--- config.mk ---
export PLATFORM = sky130hd
export DESIGN_NAME = bba_ctrl
export DESIGN_NICKNAME = d
export VERILOG_FILES = /design/src/bba_pkg.sv /design/src/bba_ctrl.sv
export SDC_FILE = /design/constraint.sdc
export NUM_CORES = 1
export LEC_CHECK = 0
export BUFFER_PORTS_ARGS = -buffer_cell sky130_fd_sc_hd__buf_2
export CAP_MARGIN = 20
export CELL_PAD_IN_SITES_DETAIL_PLACEMENT = 2
export CELL_PAD_IN_SITES_GLOBAL_PLACEMENT = 2
export CORE_MARGIN = 4
export CORE_UTILIZATION = 40
export CTS_CLUSTER_DIAMETER = 80
export CTS_CLUSTER_SIZE = 28
export DETAILED_ROUTE_END_ITERATION = 12
export GPL_TIMING_DRIVEN = 0
export PLACE_DENSITY_LB_ADDON = 0.25
export SLEW_MARGIN = 20
export SYNTH_ARGS = -nofsm -noshare
export SYNTH_HDL_FRONTEND = slang
export SYNTH_SLANG_ARGS = --single-unit
--- constraint.sdc ---
create_clock -name clk -period 25.6 [get_ports clk]
set_input_delay 2.56 -clock clk [delete_from_list [all_inputs] [get_ports clk]]
set_output_delay 2.56 -clock clk [all_outputs]
set_load 0.02 [all_outputs]
--- src/bba_pkg.sv ---
`timescale 1ns / 1ps
// ----------------------------------------------------------------------------
// bba_pkg
// Shared widths, codes and types of the buddy block allocator.
// ----------------------------------------------------------------------------
package bba_pkg;

  // Field widths
  localparam int ACT_W  = 2;
  localparam int REQ_W  = 25;
  localparam int OFF_W  = 24;
  localparam int ID_W   = 32;
  localparam int CLS_W  = 5;
  localparam int STAT_W = 2;

  // Smallest block is 1 << MIN_BLOCK_SHIFT bytes
  localparam int MIN_BLOCK_SHIFT = 2;

  // Defaults for the top-level parameters
  localparam int DESCRIPTOR_SLOTS_DEF = 1024;
  localparam int SIZE_CLASSES_DEF     = 23;

  localparam logic [ID_W-1:0] ID_RESET = 32'hF000_0000;

  // Request codes
  localparam logic [ACT_W-1:0] ACT_ALLOC  = 2'd0;
  localparam logic [ACT_W-1:0] ACT_FREE   = 2'd1;
  localparam logic [ACT_W-1:0] ACT_LOOKUP = 2'd2;

  // Result status codes
  localparam logic [STAT_W-1:0] ST_OK        = 2'd0;
  localparam logic [STAT_W-1:0] ST_NO_SPACE  = 2'd1;
  localparam logic [STAT_W-1:0] ST_TOO_LARGE = 2'd2;
  localparam logic [STAT_W-1:0] ST_NOT_FOUND = 2'd3;

  // One descriptor table entry
  typedef struct packed {
    logic             in_tbl;
    logic             alloc;
    logic [CLS_W-1:0] cls;
    logic [OFF_W-1:0] offset;
    logic [ID_W-1:0]  id;
    logic [ID_W-1:0]  refs;
  } desc_t;

  // One result transaction
  typedef struct packed {
    logic [STAT_W-1:0] status;
    logic [OFF_W-1:0]  offset;
    logic [CLS_W-1:0]  cls;
    logic [ID_W-1:0]   id;
  } result_t;

  // Sequencer states
  typedef enum logic [4:0] {
    S_INIT, S_IDLE, S_DECODE, S_ADV,
    S_GRAB, S_GRAB_WR,
    S_SPL_FIND, S_SPL_EMPTY, S_SPL_WA, S_SPL_WB, S_SPL_WP, S_SPL_RET,
    S_MRG_OUT, S_MRG_BUD, S_MRG_WT, S_MRG_EMPTY, S_MRG_WN, S_MRG_WS, S_MRG_NEXT,
    S_FREE, S_RECLAIM, S_LOOKUP, S_LOOK_WR, S_DONE
  } ctrl_state_t;

  // Steps of an allocation
  typedef enum logic [2:0] {
    PH_GRAB1, PH_SPLIT, PH_GRAB2, PH_MERGE1, PH_GRAB3, PH_RECLAIM, PH_MERGE2, PH_GRAB4
  } phase_t;

endpackage

--- src/bba_ctrl.sv ---
`timescale 1ns / 1ps
// ----------------------------------------------------------------------------
// bba_ctrl
// Request sequencer: scans the descriptor table and reads, modifies and
// writes back entries for allocate, split, merge, reclaim, free and lookup.
// ----------------------------------------------------------------------------
module bba_ctrl import bba_pkg::*; #(
  parameter int DESCRIPTOR_SLOTS = DESCRIPTOR_SLOTS_DEF,
  parameter int SIZE_CLASSES     = SIZE_CLASSES_DEF,
  parameter int AW               = $clog2(DESCRIPTOR_SLOTS_DEF)
) (
  input  logic             clk,
  input  logic             rst_n,
  input  logic             in_valid,
  output logic             in_ready,
  input  logic [ACT_W-1:0] in_action,
  input  logic [REQ_W-1:0] in_request_bytes,
  input  logic [OFF_W-1:0] in_block_offset,
  input  logic [ID_W-1:0]  in_block_id,
  output logic             res_valid,
  input  logic             res_take,
  output result_t          res,
  output logic             rd_en,
  output logic [AW-1:0]    rd_addr,
  input  desc_t            rd_data,
  output logic             wr_en,
  output logic [AW-1:0]    wr_addr,
  output desc_t            wr_data
);

  localparam int CW  = $clog2(DESCRIPTOR_SLOTS + 1);
  localparam int CBW = MIN_BLOCK_SHIFT + SIZE_CLASSES;
  localparam int NW  = ((CBW > OFF_W) ? CBW : OFF_W) + 1;
  localparam logic [CW-1:0]    SLOTS_C = CW'(DESCRIPTOR_SLOTS);
  localparam logic [CW-1:0]    LAST_C  = CW'(DESCRIPTOR_SLOTS - 1);
  localparam logic [CLS_W-1:0] TOP_CLS = CLS_W'(SIZE_CLASSES - 1);
  localparam logic [CLS_W:0]   NCLS_C  = (CLS_W+1)'(SIZE_CLASSES);

  // block size of class k, wide enough for the whole pool
  function automatic logic [NW-1:0] blk_bytes(input logic [CLS_W-1:0] k);
    logic [CLS_W:0] sh;
    sh = {1'b0, k} + (CLS_W+1)'(MIN_BLOCK_SHIFT);
    return {{(NW-1){1'b0}}, 1'b1} << sh;
  endfunction

  // fresh free descriptor
  function automatic desc_t new_desc(input logic [CLS_W-1:0] k,
                                     input logic [OFF_W-1:0] off);
    desc_t d;
    d        = '0;
    d.in_tbl = 1'b1;
    d.cls    = k;
    d.offset = off;
    return d;
  endfunction

  ctrl_state_t state_r, state_nxt;
  phase_t      phase_r, phase_nxt;

  logic [ACT_W-1:0] act_r, act_nxt;
  logic [REQ_W-1:0] req_r, req_nxt;
  logic [OFF_W-1:0] off_r, off_nxt;
  logic [ID_W-1:0]  bid_r, bid_nxt;
  logic [CLS_W-1:0] k_r, k_nxt;
  logic [CLS_W-1:0] lvl_r, lvl_nxt;
  logic             second_r, second_nxt;
  logic             split_ok_r, split_ok_nxt;
  logic [CLS_W-1:0] mcls_r, mcls_nxt;
  logic             freed_r, freed_nxt;
  logic [CW-1:0]    issue_r, issue_nxt;
  logic             dv_r, dv_nxt;
  logic [AW-1:0]    daddr_r, daddr_nxt;
  logic [AW-1:0]    hit_addr_r, hit_addr_nxt;
  desc_t            hit_ent_r, hit_ent_nxt;
  logic [AW-1:0]    a_r, a_nxt;
  logic [AW-1:0]    b_r, b_nxt;
  logic             have_a_r, have_a_nxt;
  logic [AW-1:0]    s_r, s_nxt;
  logic [OFF_W-1:0] s_off_r, s_off_nxt;
  logic [NW-1:0]    next_r, next_nxt;
  logic [ID_W-1:0]  id_ctr_r, id_ctr_nxt;
  result_t          res_r, res_nxt;

  logic             scan_st, scan_end, match, hit;
  logic [CLS_W-1:0] k_sel;
  logic             k_ok;
  logic             can_split, go_up, at_root, mrg_last;
  logic [NW-1:0]    rd_off_ext, split_hi;

  // smallest class that holds the request
  always_comb begin
    k_sel = '0;
    k_ok  = 1'b0;
    for (int i = SIZE_CLASSES - 1; i >= 0; i--) begin
      if (blk_bytes(CLS_W'(i)) >= NW'(req_r)) begin
        k_sel = CLS_W'(i);
        k_ok  = 1'b1;
      end
    end
  end

  // scan bookkeeping
  assign scan_st  = state_r inside {S_GRAB, S_SPL_FIND, S_SPL_EMPTY, S_MRG_OUT, S_MRG_BUD,
                                    S_MRG_EMPTY, S_FREE, S_RECLAIM, S_LOOKUP};
  assign scan_end = !dv_r && (issue_r == SLOTS_C);
  assign rd_off_ext = NW'(rd_data.offset);
  assign split_hi   = NW'(hit_ent_r.offset) + blk_bytes(lvl_r - CLS_W'(1));

  assign can_split = ({1'b0, k_r} + (CLS_W+1)'(1)) < NCLS_C;
  assign go_up     = !second_r && !split_ok_r && (({1'b0, lvl_r} + (CLS_W+1)'(1)) < NCLS_C);
  assign at_root   = {1'b0, lvl_r} == ({1'b0, k_r} + (CLS_W+1)'(1));
  assign mrg_last  = (mcls_r + CLS_W'(1)) == k_r;

  // entry match for the running scan
  always_comb begin
    match = 1'b0;
    case (state_r)
      S_GRAB:     match = rd_data.in_tbl && !rd_data.alloc && rd_data.cls == k_r;
      S_SPL_FIND: match = rd_data.in_tbl && !rd_data.alloc && rd_data.cls == lvl_r;
      S_SPL_EMPTY,
      S_MRG_EMPTY: match = !rd_data.in_tbl;
      S_MRG_OUT:  match = rd_data.in_tbl && !rd_data.alloc && rd_data.cls == mcls_r &&
                          ((rd_off_ext & ((blk_bytes(mcls_r) << 1) - NW'(1))) == '0);
      S_MRG_BUD:  match = rd_data.in_tbl && !rd_data.alloc && rd_data.cls == mcls_r &&
                          rd_off_ext == next_r;
      S_FREE:     match = rd_data.in_tbl && rd_data.alloc && rd_data.offset == off_r;
      S_RECLAIM:  match = rd_data.in_tbl && rd_data.alloc && rd_data.refs == '0;
      S_LOOKUP:   match = rd_data.in_tbl && rd_data.alloc && rd_data.offset == off_r &&
                          rd_data.id == bid_r;
      default:    match = 1'b0;
    endcase
  end

  assign hit = dv_r && match;

  // next state
  always_comb begin
    state_nxt = state_r;
    case (state_r)
      S_INIT:   if (issue_r == LAST_C) state_nxt = S_IDLE;
      S_IDLE:   if (in_valid) state_nxt = S_DECODE;
      S_DECODE: begin
        case (act_r)
          ACT_ALLOC:  state_nxt = k_ok ? S_ADV : S_DONE;
          ACT_FREE:   state_nxt = S_FREE;
          ACT_LOOKUP: state_nxt = S_LOOKUP;
          default:    state_nxt = S_DONE;
        endcase
      end
      S_ADV: begin
        case (phase_r)
          PH_GRAB1, PH_GRAB2, PH_GRAB3, PH_GRAB4: state_nxt = S_GRAB;
          PH_SPLIT:   state_nxt = can_split ? S_SPL_FIND : S_ADV;
          PH_MERGE1, PH_MERGE2: state_nxt = (k_r != '0) ? S_MRG_OUT : S_ADV;
          PH_RECLAIM: state_nxt = S_RECLAIM;
          default:    state_nxt = S_DONE;
        endcase
      end
      S_GRAB: begin
        if (hit) state_nxt = S_GRAB_WR;
        else if (scan_end) state_nxt = (phase_r == PH_GRAB4) ? S_DONE : S_ADV;
      end
      S_GRAB_WR:   state_nxt = S_DONE;
      S_SPL_FIND: begin
        if (hit) state_nxt = S_SPL_EMPTY;
        else if (scan_end) state_nxt = S_SPL_RET;
      end
      S_SPL_EMPTY: begin
        if (hit && have_a_r) state_nxt = S_SPL_WA;
        else if (scan_end) state_nxt = S_SPL_RET;
      end
      S_SPL_WA:    state_nxt = S_SPL_WB;
      S_SPL_WB:    state_nxt = S_SPL_WP;
      S_SPL_WP:    state_nxt = S_SPL_RET;
      S_SPL_RET:   state_nxt = (!go_up && at_root) ? S_ADV : S_SPL_FIND;
      S_MRG_OUT: begin
        if (hit) state_nxt = S_MRG_BUD;
        else if (scan_end) state_nxt = S_MRG_NEXT;
      end
      S_MRG_NEXT:  state_nxt = mrg_last ? S_ADV : S_MRG_OUT;
      S_MRG_BUD: begin
        if (hit) state_nxt = S_MRG_WT;
        else if (scan_end) state_nxt = S_MRG_OUT;
      end
      S_MRG_WT:    state_nxt = S_MRG_EMPTY;
      S_MRG_EMPTY: begin
        if (hit) state_nxt = S_MRG_WN;
        else if (scan_end) state_nxt = S_MRG_WS;
      end
      S_MRG_WN:    state_nxt = S_MRG_WS;
      S_MRG_WS:    state_nxt = S_MRG_OUT;
      S_FREE:      if (scan_end) state_nxt = S_DONE;
      S_RECLAIM:   if (scan_end) state_nxt = freed_r ? S_ADV : S_DONE;
      S_LOOKUP: begin
        if (hit) state_nxt = S_LOOK_WR;
        else if (scan_end) state_nxt = S_DONE;
      end
      S_LOOK_WR:   state_nxt = S_DONE;
      S_DONE:      if (res_take) state_nxt = S_IDLE;
      default:     state_nxt = S_IDLE;
    endcase
  end

  // outputs: handshake and memory ports
  always_comb begin
    in_ready  = (state_r == S_IDLE);
    res_valid = (state_r == S_DONE);
    res       = res_r;
    rd_en     = scan_st && (issue_r != SLOTS_C) && (state_nxt == state_r);
    rd_addr   = issue_r[AW-1:0];
    wr_en     = 1'b0;
    wr_addr   = hit_addr_r;
    wr_data   = '0;
    case (state_r)
      S_INIT: begin
        wr_en   = 1'b1;
        wr_addr = issue_r[AW-1:0];
        if (issue_r == '0) wr_data = new_desc(TOP_CLS, '0);
      end
      S_GRAB_WR: begin
        wr_en         = 1'b1;
        wr_data       = hit_ent_r;
        wr_data.alloc = 1'b1;
        wr_data.refs  = '0;
        wr_data.id    = id_ctr_r + ID_W'(1);
      end
      S_LOOK_WR: begin
        wr_en        = 1'b1;
        wr_data      = hit_ent_r;
        wr_data.refs = hit_ent_r.refs + ID_W'(1);
      end
      S_FREE, S_RECLAIM: begin
        wr_en         = hit;
        wr_addr       = daddr_r;
        wr_data       = rd_data;
        wr_data.alloc = 1'b0;
      end
      S_SPL_WA: begin
        wr_en   = 1'b1;
        wr_addr = a_r;
        wr_data = new_desc(lvl_r - CLS_W'(1), hit_ent_r.offset);
      end
      S_SPL_WB: begin
        wr_en   = 1'b1;
        wr_addr = b_r;
        wr_data = new_desc(lvl_r - CLS_W'(1), split_hi[OFF_W-1:0]);
      end
      S_SPL_WP, S_MRG_WT: begin
        wr_en = 1'b1;
      end
      S_MRG_WN: begin
        wr_en   = 1'b1;
        wr_addr = a_r;
        wr_data = new_desc(mcls_r + CLS_W'(1), s_off_r);
      end
      S_MRG_WS: begin
        wr_en   = 1'b1;
        wr_addr = s_r;
      end
      default: wr_en = 1'b0;
    endcase
  end

  // datapath next values
  always_comb begin
    phase_nxt    = phase_r;
    act_nxt      = act_r;
    req_nxt      = req_r;
    off_nxt      = off_r;
    bid_nxt      = bid_r;
    k_nxt        = k_r;
    lvl_nxt      = lvl_r;
    second_nxt   = second_r;
    split_ok_nxt = split_ok_r;
    mcls_nxt     = mcls_r;
    freed_nxt    = freed_r;
    hit_addr_nxt = hit_addr_r;
    hit_ent_nxt  = hit_ent_r;
    a_nxt        = a_r;
    b_nxt        = b_r;
    have_a_nxt   = have_a_r;
    s_nxt        = s_r;
    s_off_nxt    = s_off_r;
    next_nxt     = next_r;
    id_ctr_nxt   = id_ctr_r;
    res_nxt      = res_r;
    dv_nxt       = rd_en;
    daddr_nxt    = issue_r[AW-1:0];

    // advance the scan pointer; restart on every new scan, but resume the outer merge scan after its last candidate
    issue_nxt = issue_r;
    if (state_r == S_INIT || rd_en) issue_nxt = issue_r + CW'(1);
    if (state_nxt != state_r) begin
      if (state_nxt == S_MRG_OUT && (state_r == S_MRG_BUD || state_r == S_MRG_WS))
        issue_nxt = CW'(s_r) + CW'(1);
      else
        issue_nxt = '0;
    end

    case (state_r)
      S_IDLE: begin
        if (in_valid) begin
          act_nxt = in_action;
          req_nxt = in_request_bytes;
          off_nxt = in_block_offset;
          bid_nxt = in_block_id;
          res_nxt = '0;
        end
      end
      S_DECODE: begin
        case (act_r)
          ACT_ALLOC: begin
            if (k_ok) begin
              k_nxt     = k_sel;
              phase_nxt = PH_GRAB1;
            end else begin
              res_nxt.status = ST_TOO_LARGE;
            end
          end
          ACT_FREE, ACT_LOOKUP: res_nxt.status = ST_OK;
          default: res_nxt.status = ST_NOT_FOUND;
        endcase
      end
      S_ADV: begin
        case (phase_r)
          PH_SPLIT: begin
            if (can_split) begin
              lvl_nxt    = k_r + CLS_W'(1);
              second_nxt = 1'b0;
            end else begin
              phase_nxt = PH_MERGE1;
            end
          end
          PH_MERGE1, PH_MERGE2: begin
            if (k_r != '0) mcls_nxt = '0;
            else phase_nxt = (phase_r == PH_MERGE1) ? PH_GRAB3 : PH_GRAB4;
          end
          PH_RECLAIM: freed_nxt = 1'b0;
          default: freed_nxt = freed_r;
        endcase
      end
      S_GRAB: begin
        if (hit) begin
          hit_addr_nxt = daddr_r;
          hit_ent_nxt  = rd_data;
        end else if (scan_end) begin
          case (phase_r)
            PH_GRAB1: phase_nxt = PH_SPLIT;
            PH_GRAB2: phase_nxt = PH_MERGE1;
            PH_GRAB3: phase_nxt = PH_RECLAIM;
            default:  res_nxt.status = ST_NO_SPACE;
          endcase
        end
      end
      S_GRAB_WR: begin
        id_ctr_nxt     = id_ctr_r + ID_W'(1);
        res_nxt.status = ST_OK;
        res_nxt.offset = hit_ent_r.offset;
        res_nxt.cls    = hit_ent_r.cls;
        res_nxt.id     = id_ctr_r + ID_W'(1);
      end
      S_SPL_FIND: begin
        if (hit) begin
          hit_addr_nxt = daddr_r;
          hit_ent_nxt  = rd_data;
          have_a_nxt   = 1'b0;
        end else if (scan_end) begin
          split_ok_nxt = 1'b0;
        end
      end
      S_SPL_EMPTY: begin
        if (hit) begin
          if (!have_a_r) begin
            a_nxt      = daddr_r;
            have_a_nxt = 1'b1;
          end else begin
            b_nxt = daddr_r;
          end
        end else if (scan_end) begin
          split_ok_nxt = 1'b0;
        end
      end
      S_SPL_WP: split_ok_nxt = 1'b1;
      // unwind the split recursion: climb on failure, retry one level down on return
      S_SPL_RET: begin
        if (go_up) begin
          lvl_nxt = lvl_r + CLS_W'(1);
        end else if (at_root) begin
          phase_nxt = split_ok_r ? PH_GRAB2 : PH_MERGE1;
        end else begin
          lvl_nxt    = lvl_r - CLS_W'(1);
          second_nxt = 1'b1;
        end
      end
      S_MRG_OUT: begin
        if (hit) begin
          s_nxt     = daddr_r;
          s_off_nxt = rd_data.offset;
          next_nxt  = rd_off_ext + blk_bytes(mcls_r);
        end
      end
      S_MRG_NEXT: begin
        if (mrg_last) phase_nxt = (phase_r == PH_MERGE1) ? PH_GRAB3 : PH_GRAB4;
        else mcls_nxt = mcls_r + CLS_W'(1);
      end
      S_MRG_BUD: if (hit) hit_addr_nxt = daddr_r;
      S_MRG_EMPTY: if (hit) a_nxt = daddr_r;
      S_RECLAIM: begin
        if (hit) freed_nxt = 1'b1;
        else if (scan_end) begin
          if (freed_r) phase_nxt = PH_MERGE2;
          else res_nxt.status = ST_NO_SPACE;
        end
      end
      S_LOOKUP: begin
        if (hit) begin
          hit_addr_nxt = daddr_r;
          hit_ent_nxt  = rd_data;
        end else if (scan_end) begin
          res_nxt.status = ST_NOT_FOUND;
        end
      end
      S_LOOK_WR: begin
        res_nxt.status = ST_OK;
        res_nxt.offset = hit_ent_r.offset;
        res_nxt.cls    = hit_ent_r.cls;
        res_nxt.id     = hit_ent_r.id;
      end
      default: res_nxt = res_r;
    endcase
  end

  // control registers
  always_ff @(posedge clk) begin
    if (!rst_n) begin
      state_r  <= S_INIT;
      phase_r  <= PH_GRAB1;
      issue_r  <= '0;
      dv_r     <= 1'b0;
      id_ctr_r <= ID_RESET;
    end else begin
      state_r  <= state_nxt;
      phase_r  <= phase_nxt;
      issue_r  <= issue_nxt;
      dv_r     <= dv_nxt;
      id_ctr_r <= id_ctr_nxt;
    end
  end

  // payload registers
  always_ff @(posedge clk) begin
    act_r      <= act_nxt;
    req_r      <= req_nxt;
    off_r      <= off_nxt;
    bid_r      <= bid_nxt;
    k_r        <= k_nxt;
    lvl_r      <= lvl_nxt;
    second_r   <= second_nxt;
    split_ok_r <= split_ok_nxt;
    mcls_r     <= mcls_nxt;
    freed_r    <= freed_nxt;
    daddr_r    <= daddr_nxt;
    hit_addr_r <= hit_addr_nxt;
    hit_ent_r  <= hit_ent_nxt;
    a_r        <= a_nxt;
    b_r        <= b_nxt;
    have_a_r   <= have_a_nxt;
    s_r        <= s_nxt;
    s_off_r    <= s_off_nxt;
    next_r     <= next_nxt;
    res_r      <= res_nxt;
  end

  // write-back never lands on the entry being read
  a_no_rw_clash: assert property (@(posedge clk) disable iff (!rst_n)
    !(wr_en && rd_en && wr_addr == rd_addr))
    else $error("read and write of the same descriptor in one cycle");

  // id counter moves only when a block is stamped
  a_id_on_grab: assert property (@(posedge clk) disable iff (!rst_n)
    ($past(rst_n) && id_ctr_r != $past(id_ctr_r)) |-> $past(state_r) == S_GRAB_WR)
    else $error("id counter changed outside an allocation write");

  // failed requests report zero fields
  a_fail_zero: assert property (@(posedge clk) disable iff (!rst_n)
    (res_valid && res.status != ST_OK) |-> (res.offset == '0 && res.cls == '0 && res.id == '0))
    else $error("failed request carries nonzero fields");

endmodule
==> results of run 1 <==
[cells in the mapped netlist (44+ instances only)]
cell	number	area (um2)
nor2_1	189	709.4
nor3_1	58	290.3
dfxtp_1	62	1241
nand3_1	79	395.4
o21ai_0	119	595.6
xor2_1	136	1191
inv_1	57	214.0
edfxtp_1	350	10510
a21oi_1	100	500.5
clkbuf_1	85	319.1
nand2_1	206	773.2
xnor2_1	115	1007
and2_1	61	381.6
and3_1	44	275.3
ha_1	70	875.8
[cell type report]
cell class / count / area share, %
clock inverter: 22 / 1.155
sequential: 412 / 42.55
clock buffer: 32 / 2.741
multi-input combinational: 1690 / 39.90
timing repair buffer: 374 / 7.520
tap: 765 / 3.465
inverter: 62 / 0.8426
buffer: 114 / 1.785
antenna: 5 / 0.04530
[through the flow]
| step | setup slack (ns) | cells |
|---|---|---|
| final | 15.18 | 3476 |
| after global routing | 14.80 | 3474 |
| after CTS | 15.22 | 3471 |
| after detailed placement | 15.59 | 3417 |
| after global placement | 12.74 | 3406 |
| after floorplan | 16.46 | 2278 |
[cells in the final DEF (no fill, tap or decap), drive strengths merged, types with 6 or more instances in the layout]
master and instances:
buf 403, edfxtp 350, nand2 206, nor2 189, xor2 136, o21ai 128
clkbuf 117, xnor2 115, a21oi 100, nand3 79, inv 73, ha 70
dfxtp 62, and2 61, nor3 58, and3 44, a21o 43, nand4 38
nor4 33, a22o 32, or3 29, a22oi 27, nand2b 25, a222oi 25
o22ai 21, nor2b 17, or2 14, a211oi 14, o21a 13, mux2i 13
or4 11, a41oi 10, a31oi 10, o211ai 10, clkinv 10, o31ai 8
a31o 7, nor3b 7, o2111ai 6, o32a 6
[layer usage]
metal	GRT usage, %	vias to the layer above	wire length, um
met5	0	-	23
met4	12.24	4	4366
met3	5.534	212	6717
met2	54.05	877	50040
met1	36.23	10770	38800
li1	-	9291	-
[worst min-delay path by stage]
stage / end / from / cells after the start / slack (ns)
floorplan: daddr_r[2] / issue_r[2] / 0 / 0.35
global placement: daddr_r[5] / issue_r[5] / 0 / 0.36
detailed placement: daddr_r[6] / issue_r[6] / 0 / 0.36
CTS: daddr_r[5] / issue_r[5] / 0 / 0.37
global route: daddr_r[5] / issue_r[5] / 0 / 0.38
finish: daddr_r[5] / issue_r[5] / 0 / 0.38
[flip-flops by register name, summed over array words and instances (netlist names), 11 cells and up]
name       flops
bid_r         32
hit_ent_r     95
res           63
id_ctr_r      32
issue_r       11
off_r         24
s_off_r       24
next_r        26
req_r         25
[cell families (layout without fill, tap and decap cells)]
| kind of cell | after synthesis | after routing | synth area share (%) |
|---|---|---|---|
| other | 0 | 5 | 0 |
| buffers and inverters | 176 | 604 | 3.089 |
| XOR/XNOR | 253 | 253 | 9.570 |
| AND/OR/NAND/NOR | 830 | 830 | 17.51 |
| flip-flops | 412 | 412 | 50.10 |
| multiplexers | 15 | 15 | 0.6507 |
| adder cells (fa/ha/maj) | 72 | 72 | 3.905 |
| AO/OA/AOI/OAI | 520 | 520 | 15.18 |
[power groups by stage]
stage / Clock [W] / Sequential, W / Combinational, W
after detailed placement: 0 / 0.000829 / 0.000581
after global placement: 0 / 0.000835 / 0.000548
final: 0.000539 / 0.000815 / 0.000586
after floorplan: 0 / 0.000851 / 0.000303
after global routing: 0.000576 / 0.000818 / 0.000624
after CTS: 0.000549 / 0.000814 / 0.000585
[worst max-delay path, delay by kind of cell, from the launching register on]
kind	cells	cell delay [ns]
AO/OA/AOI/OAI	7	2.55
adder cells (fa/ha/maj)	2	0.76
buffers and inverters	4	0.71
flip-flops	1	0.55
multiplexers	1	0.38
AND/OR/NAND/NOR	7	2.31
==> flow_summary.toml, run 1 <==
[detailed_routing]
ant_nets = 0
drt_iter0_markers = 1641
routedWlPerCell_um = 28.75
drtPass1Iterations = 6
wirelength_mm = 99.95
vias = 21150
drc_errors = 0
viasPerCell = 6.086

[worst_setup_path]
endpoint = "rd_en"
worstSetupPathType = "reg -> out"
path_cells = "ha_1, or2_2, o21a_1, nor2_1, nand3_1, ha_1, inv_1, a221oi_1, nand2_1, a211oi_1, o2111ai_1, a2111oi_0, nand4_1, and2_1, buf_6, a211oi_1, mux2_2, a2111o_1, clkbuf_1, nor3_1, buf_2"
reg2reg_depth = 21
cp.arrival_ns = 7.86
critPathRequiredTime_ns = 23.04
crit_slowest_cell = "a2111oi_0"
cp_slowest_stage_delay_ns = 0.90
cp-start-kind = "flop"
crit_path_end_kind = "output port"
critPathMaxFanout = 10
reg2reg_from = "mcls_r[1]"
crit_start = "mcls_r[1]"
r2r_slack_ns = 18.42
r2r-end = "issue_r[3]"

[synthesis]
yosysSeqAreaShare_pct = 50.10
syn_area_um2 = 23460
synth_seq_cells = 412
synth_ff_type = "edfxtp_1"
syn_area_per_cell_um2 = 10.30
synth-edff-count = 350
syn_inst = 2278
synthArstFlopShare_pct = 0
synth-warning-count = 0
ys_types = 88
syn_nets = 2532

[sta]
skew_ns = 0.03383
min_period_ns = 10.42
worst_pin_slew_ns = 1.127
rsz0062_at_grt = "false"
fmax_mhz = 96.00
setup_tns_ns = 0
drv_slew = 0
hold_viol = 0
finalCritPeriodShare_pct = 40.69
setup_viol = 0
slew_headroom_pct = 24.29
hold_slack_ns = 0.3782

[pwr]
p_clk_share_pct = 27.8
power_switching_w = 0.0007293
intPower_w = 0.001210
power_w = 0.001939
p_seq_share_pct = 42.0
combPwrFrac_pct = 30.2
leakage_nw = 10.70
p_per_area_nw_per_um2 = 70.21
ir_drop_mv = 0.05890
sw_frac_of_total_pct = 37.61

[cts]
clk_pin_slew_ns = 0.10
cts_root_buffer = "clkbuf_16"
hold_buffers = 0
clkSinkCount = 412
cts_buffer_depth = 3
h-tree-depth = 1
cts_inserted_buffers = 29
post_cts.repair.setup_buffers = 0
ctsResizeCount = 0
cts_tree = "built"
clock_latency_ns = 0.63

[floorplan]
rows = 88
die_h_um = 250.2
die_w_um = 250.2
design.core.area_um2 = 57920
start_util_pct = 40.50
io_pins = 364
dieArea_um2 = 62580

[finish]
multi_input_area_um2 = 11020
final_util_pct = 47.69
nNetsFinal = 2937
final_layout_size_suffix_gt1_share_pct = 17.96
fill_cells = 6093
seqCellArea_um2 = 11750
fin_area_um2 = 27620
area_growth_pct = 17.75

[global_routing]
track_usage_pct = 30.34
grt_antenna_before_repair = 7
grt_pass1_vias = 23010
grt_pass1_wl_mm = 146.9
grt_max_degree = 56
grt_overflow = 0

[place]
place.gp.congestion = 0.9202
port_buffers = 363
place_area_um2 = 26530
place_hpwl_mm = 76.65

[flow_run]
cap_violations = 0

[run_status]
outcome = "finished clean"

[worst_hold_path]
worstHoldPathType = "reg -> reg"
Power figures use the tool's default switching activity.
==> run 2, diff against run 1 <==
Settings changed: ABC_AREA set to 1, CORE_UTILIZATION 40 to 31.
Clock period 25.6 ns to 9.3 ns, I/O delays scaled along.
==> flow_summary.toml, run 2 <==
[synthesis]
ys_types = 61
synthArstFlopShare_pct = 0
yosysSeqAreaShare_pct = 49.32
synth_most_common_cell = "nand2_1"
yosysTopAreaCell = "edfxtp_1"
synth_seq_cells = 412
syn_area_um2 = 23830
synth-edff-count = 350
syn_inst = 2795
synth_top_area_share_pct = 44.11
synth_area_leaders = "edfxtp_1 (44%), nand2_1 (9.2%), inv_1 (5.8%)"
syn_nets = 3049
synth_ff_type = "edfxtp_1"
synth-warning-count = 0
syn_area_per_cell_um2 = 8.525
yosys-top-cells-count = "nand2_1 (583), inv_1 (366), edfxtp_1 (350)"

[floorplan]
rows = 101
die_h_um = 285.2
io_pins = 364
dieArea_um2 = 81360
die_w_um = 285.2
design.core.area_um2 = 76080
start_util_pct = 31.32

[sta]
drv_slew = 0
skew_ns = 0.02767
setup_tns_ns = 0
setup_viol = 0
worst_pin_slew_ns = 1.198
fmax_mhz = 122.2
hold_viol = 0
finalCritPeriodShare_pct = 87.97
slew_headroom_pct = 20.13
rsz0062_at_grt = "false"
min_period_ns = 8.182

[worst_setup_path]
critPathMaxFanout = 9
cpMostUsedCell = "inv_1"
reg2reg_depth = 24
cp_slowest_stage_delay_ns = 0.55
cp.arrival_ns = 7.25
r2r_slack_ns = 4.09
r2r-end = "next_r[11]"
crit_slowest_cell = "edfxtp_1"
critPathRequiredTime_ns = 8.37
cp-start-kind = "flop"
crit_path_end_kind = "output port"
worstPathBufferInverterCount = 10
worstSetupPathType = "reg -> out"
critical_path.top_delay_family = "compound AO/OA/AOI/OAI gates"
reg2reg_from = "mcls_r[1]"

[pwr]
p_clk_share_pct = 30.7
power_switching_w = 0.002142
sw_frac_of_total_pct = 37.69
combPwrFrac_pct = 28.6
intPower_w = 0.003542
ir_drop_mv = 0.1850
p_seq_share_pct = 40.8
leakage_nw = 12.56
p_per_area_nw_per_um2 = 198.5
power_w = 0.005685

[detailed_routing]
drt_iter0_markers = 1205
vias = 22430
drc_errors = 0
drtPass1Iterations = 5
wirelength_mm = 102.5
routedWlPerCell_um = 24.03
viasPerCell = 5.257
ant_nets = 0

[place]
port_buffers = 363
place.gp.congestion = 0.9006
place_hpwl_mm = 81.77

[cts]
hold_buffers = 0
cts_root_buffer = "clkbuf_16"
cts_inserted_buffers = 35
clkSinkCount = 412
h-tree-depth = 2
cts_buffer_depth = 3
clk_pin_slew_ns = 0.10
ctsResizeCount = 0
clock_latency_ns = 0.58
cts_tree = "built"
post_cts.repair.setup_buffers = 0

[global_routing]
grt_pass1_vias = 24340
grt_overflow = 0
grt_max_degree = 47
grt_pass1_wl_mm = 152.6
grt_antenna_before_repair = 8
track_usage_pct = 24.36

[worst_hold_path]
hp-start = "issue_r[1]"
min_to = "daddr_r[1]"
holdPathStages = 0
worstHoldPathType = "reg -> reg"

[run_status]
outcome = "finished clean"

[finish]
regMostFlops = "hit_ent_r"
area_growth_pct = 20.18
nNetsFinal = 3464
final_layout_size_suffix_gt1_share_pct = 16.81
largest_reg_flops = 95
layout_commonest_cell = "nand2_1"
layout_common_cells = "nand2_1 (583), buf_2 (375), inv_1 (365), edfxtp_1 (350), nor2_1 (300)"

[flow_run]
cap_violations = 0
==> run 2: changes by cell type after synthesis, moves of 28 or more <==
cell,change
or3_1,-28
xnor2_1,-78
nand3_1,+107
nor2_1,+114
xor2_1,-64
a21o_1,-38
clkbuf_1,-45
a21oi_1,+50
and3_1,-44
nand2_1,+377
and2_1,-60
inv_1,+309
==> run 2: worst max path at each step <==
stage | from | endpoint | slack [ns] | depth (start not counted)
3_5_place_dp | lvl_r[0] | wr_data[84] | 1.87 | 31
6_report | lvl_r[0] | wr_data[86] | 1.12 | 32
2_1_floorplan | mcls_r[1] | hit_ent_r[0] | 1.30 | 23
4_1_cts | lvl_r[0] | wr_data[86] | 1.18 | 32
5_1_grt | lvl_r[0] | wr_data[86] | 0.51 | 32
3_3_place_gp | mcls_r[1] | hit_ent_r[27] | -3.58 | 21
==> run 2: worst register-to-register path, delay by kind of cell (launching register included) <==
kind,cells,cell delay (ns)
buf+inv,4,0.77
compound gates,1,0.12
fa+ha+maj,2,0.63
simple gates,17,2.82
flops,1,0.56
==> run 2: cell type report <==
cell class / instances / area (um2)
Antenna cell: 1 / 2.502
Buffer: 72 / 355.3
Clock buffer: 39 / 933.4
Clock inverter: 24 / 402.9
Fill cell: 8702 / 47440
Inverter: 374 / 1406
Multi-Input combinational cell: 1937 / 10360
Sequential cell: 412 / 11750
Tap cell: 1030 / 1289
Timing Repair Buffer: 378 / 2133
==> run 2: cell families after synthesis <==
| kind of cell | share of synthesized area, % |
|---|---|
| and+or+nand+nor | 23.56 |
| AOI/OAI and AO/OA | 11.88 |
| DFF | 49.32 |
| buffers and inverters | 7.383 |
| xor gates and xnor gates | 4.007 |
| adders and majority gates | 3.844 |
==> run 2: metrics by stage <==
step                hold WS (ns)  setup WS (ns)  util (%)  area [um2]  instances
global route              0.4296         0.5072     37.64       28630       4266
CTS                       0.4137          1.175     37.64       28630       4266
finish                    0.4093          1.118     37.64       28640       4267
detailed placement        0.3982          1.870     35.88       27300       4203
floorplan                 0.3647          1.301         -       23830       2795
global placement          0.3993         -3.580     35.40       26930       4188
==> run 2: per-layer routing <==
layer  share of wire [%]  wire, um  global-route usage (%)  vias up
li1                    -         -                       -    10400
met1                  44     45130                   31.99    11400
met2                  49     50060                   42.40      504
met3                 4.7      4865                   3.453      115
met4                 2.4      2476                   5.952        4
met5               0.020        21                       0        -
==> run 2: power by group through the flow <==
stage               Clock, W  Combinational, W  Sequential [W]
floorplan                  0          0.000847         0.00245
global placement           0           0.00154         0.00238
detailed placement         0           0.00163         0.00236
CTS                  0.00180           0.00164         0.00232
global route         0.00186           0.00177         0.00234
finish               0.00174           0.00162         0.00232
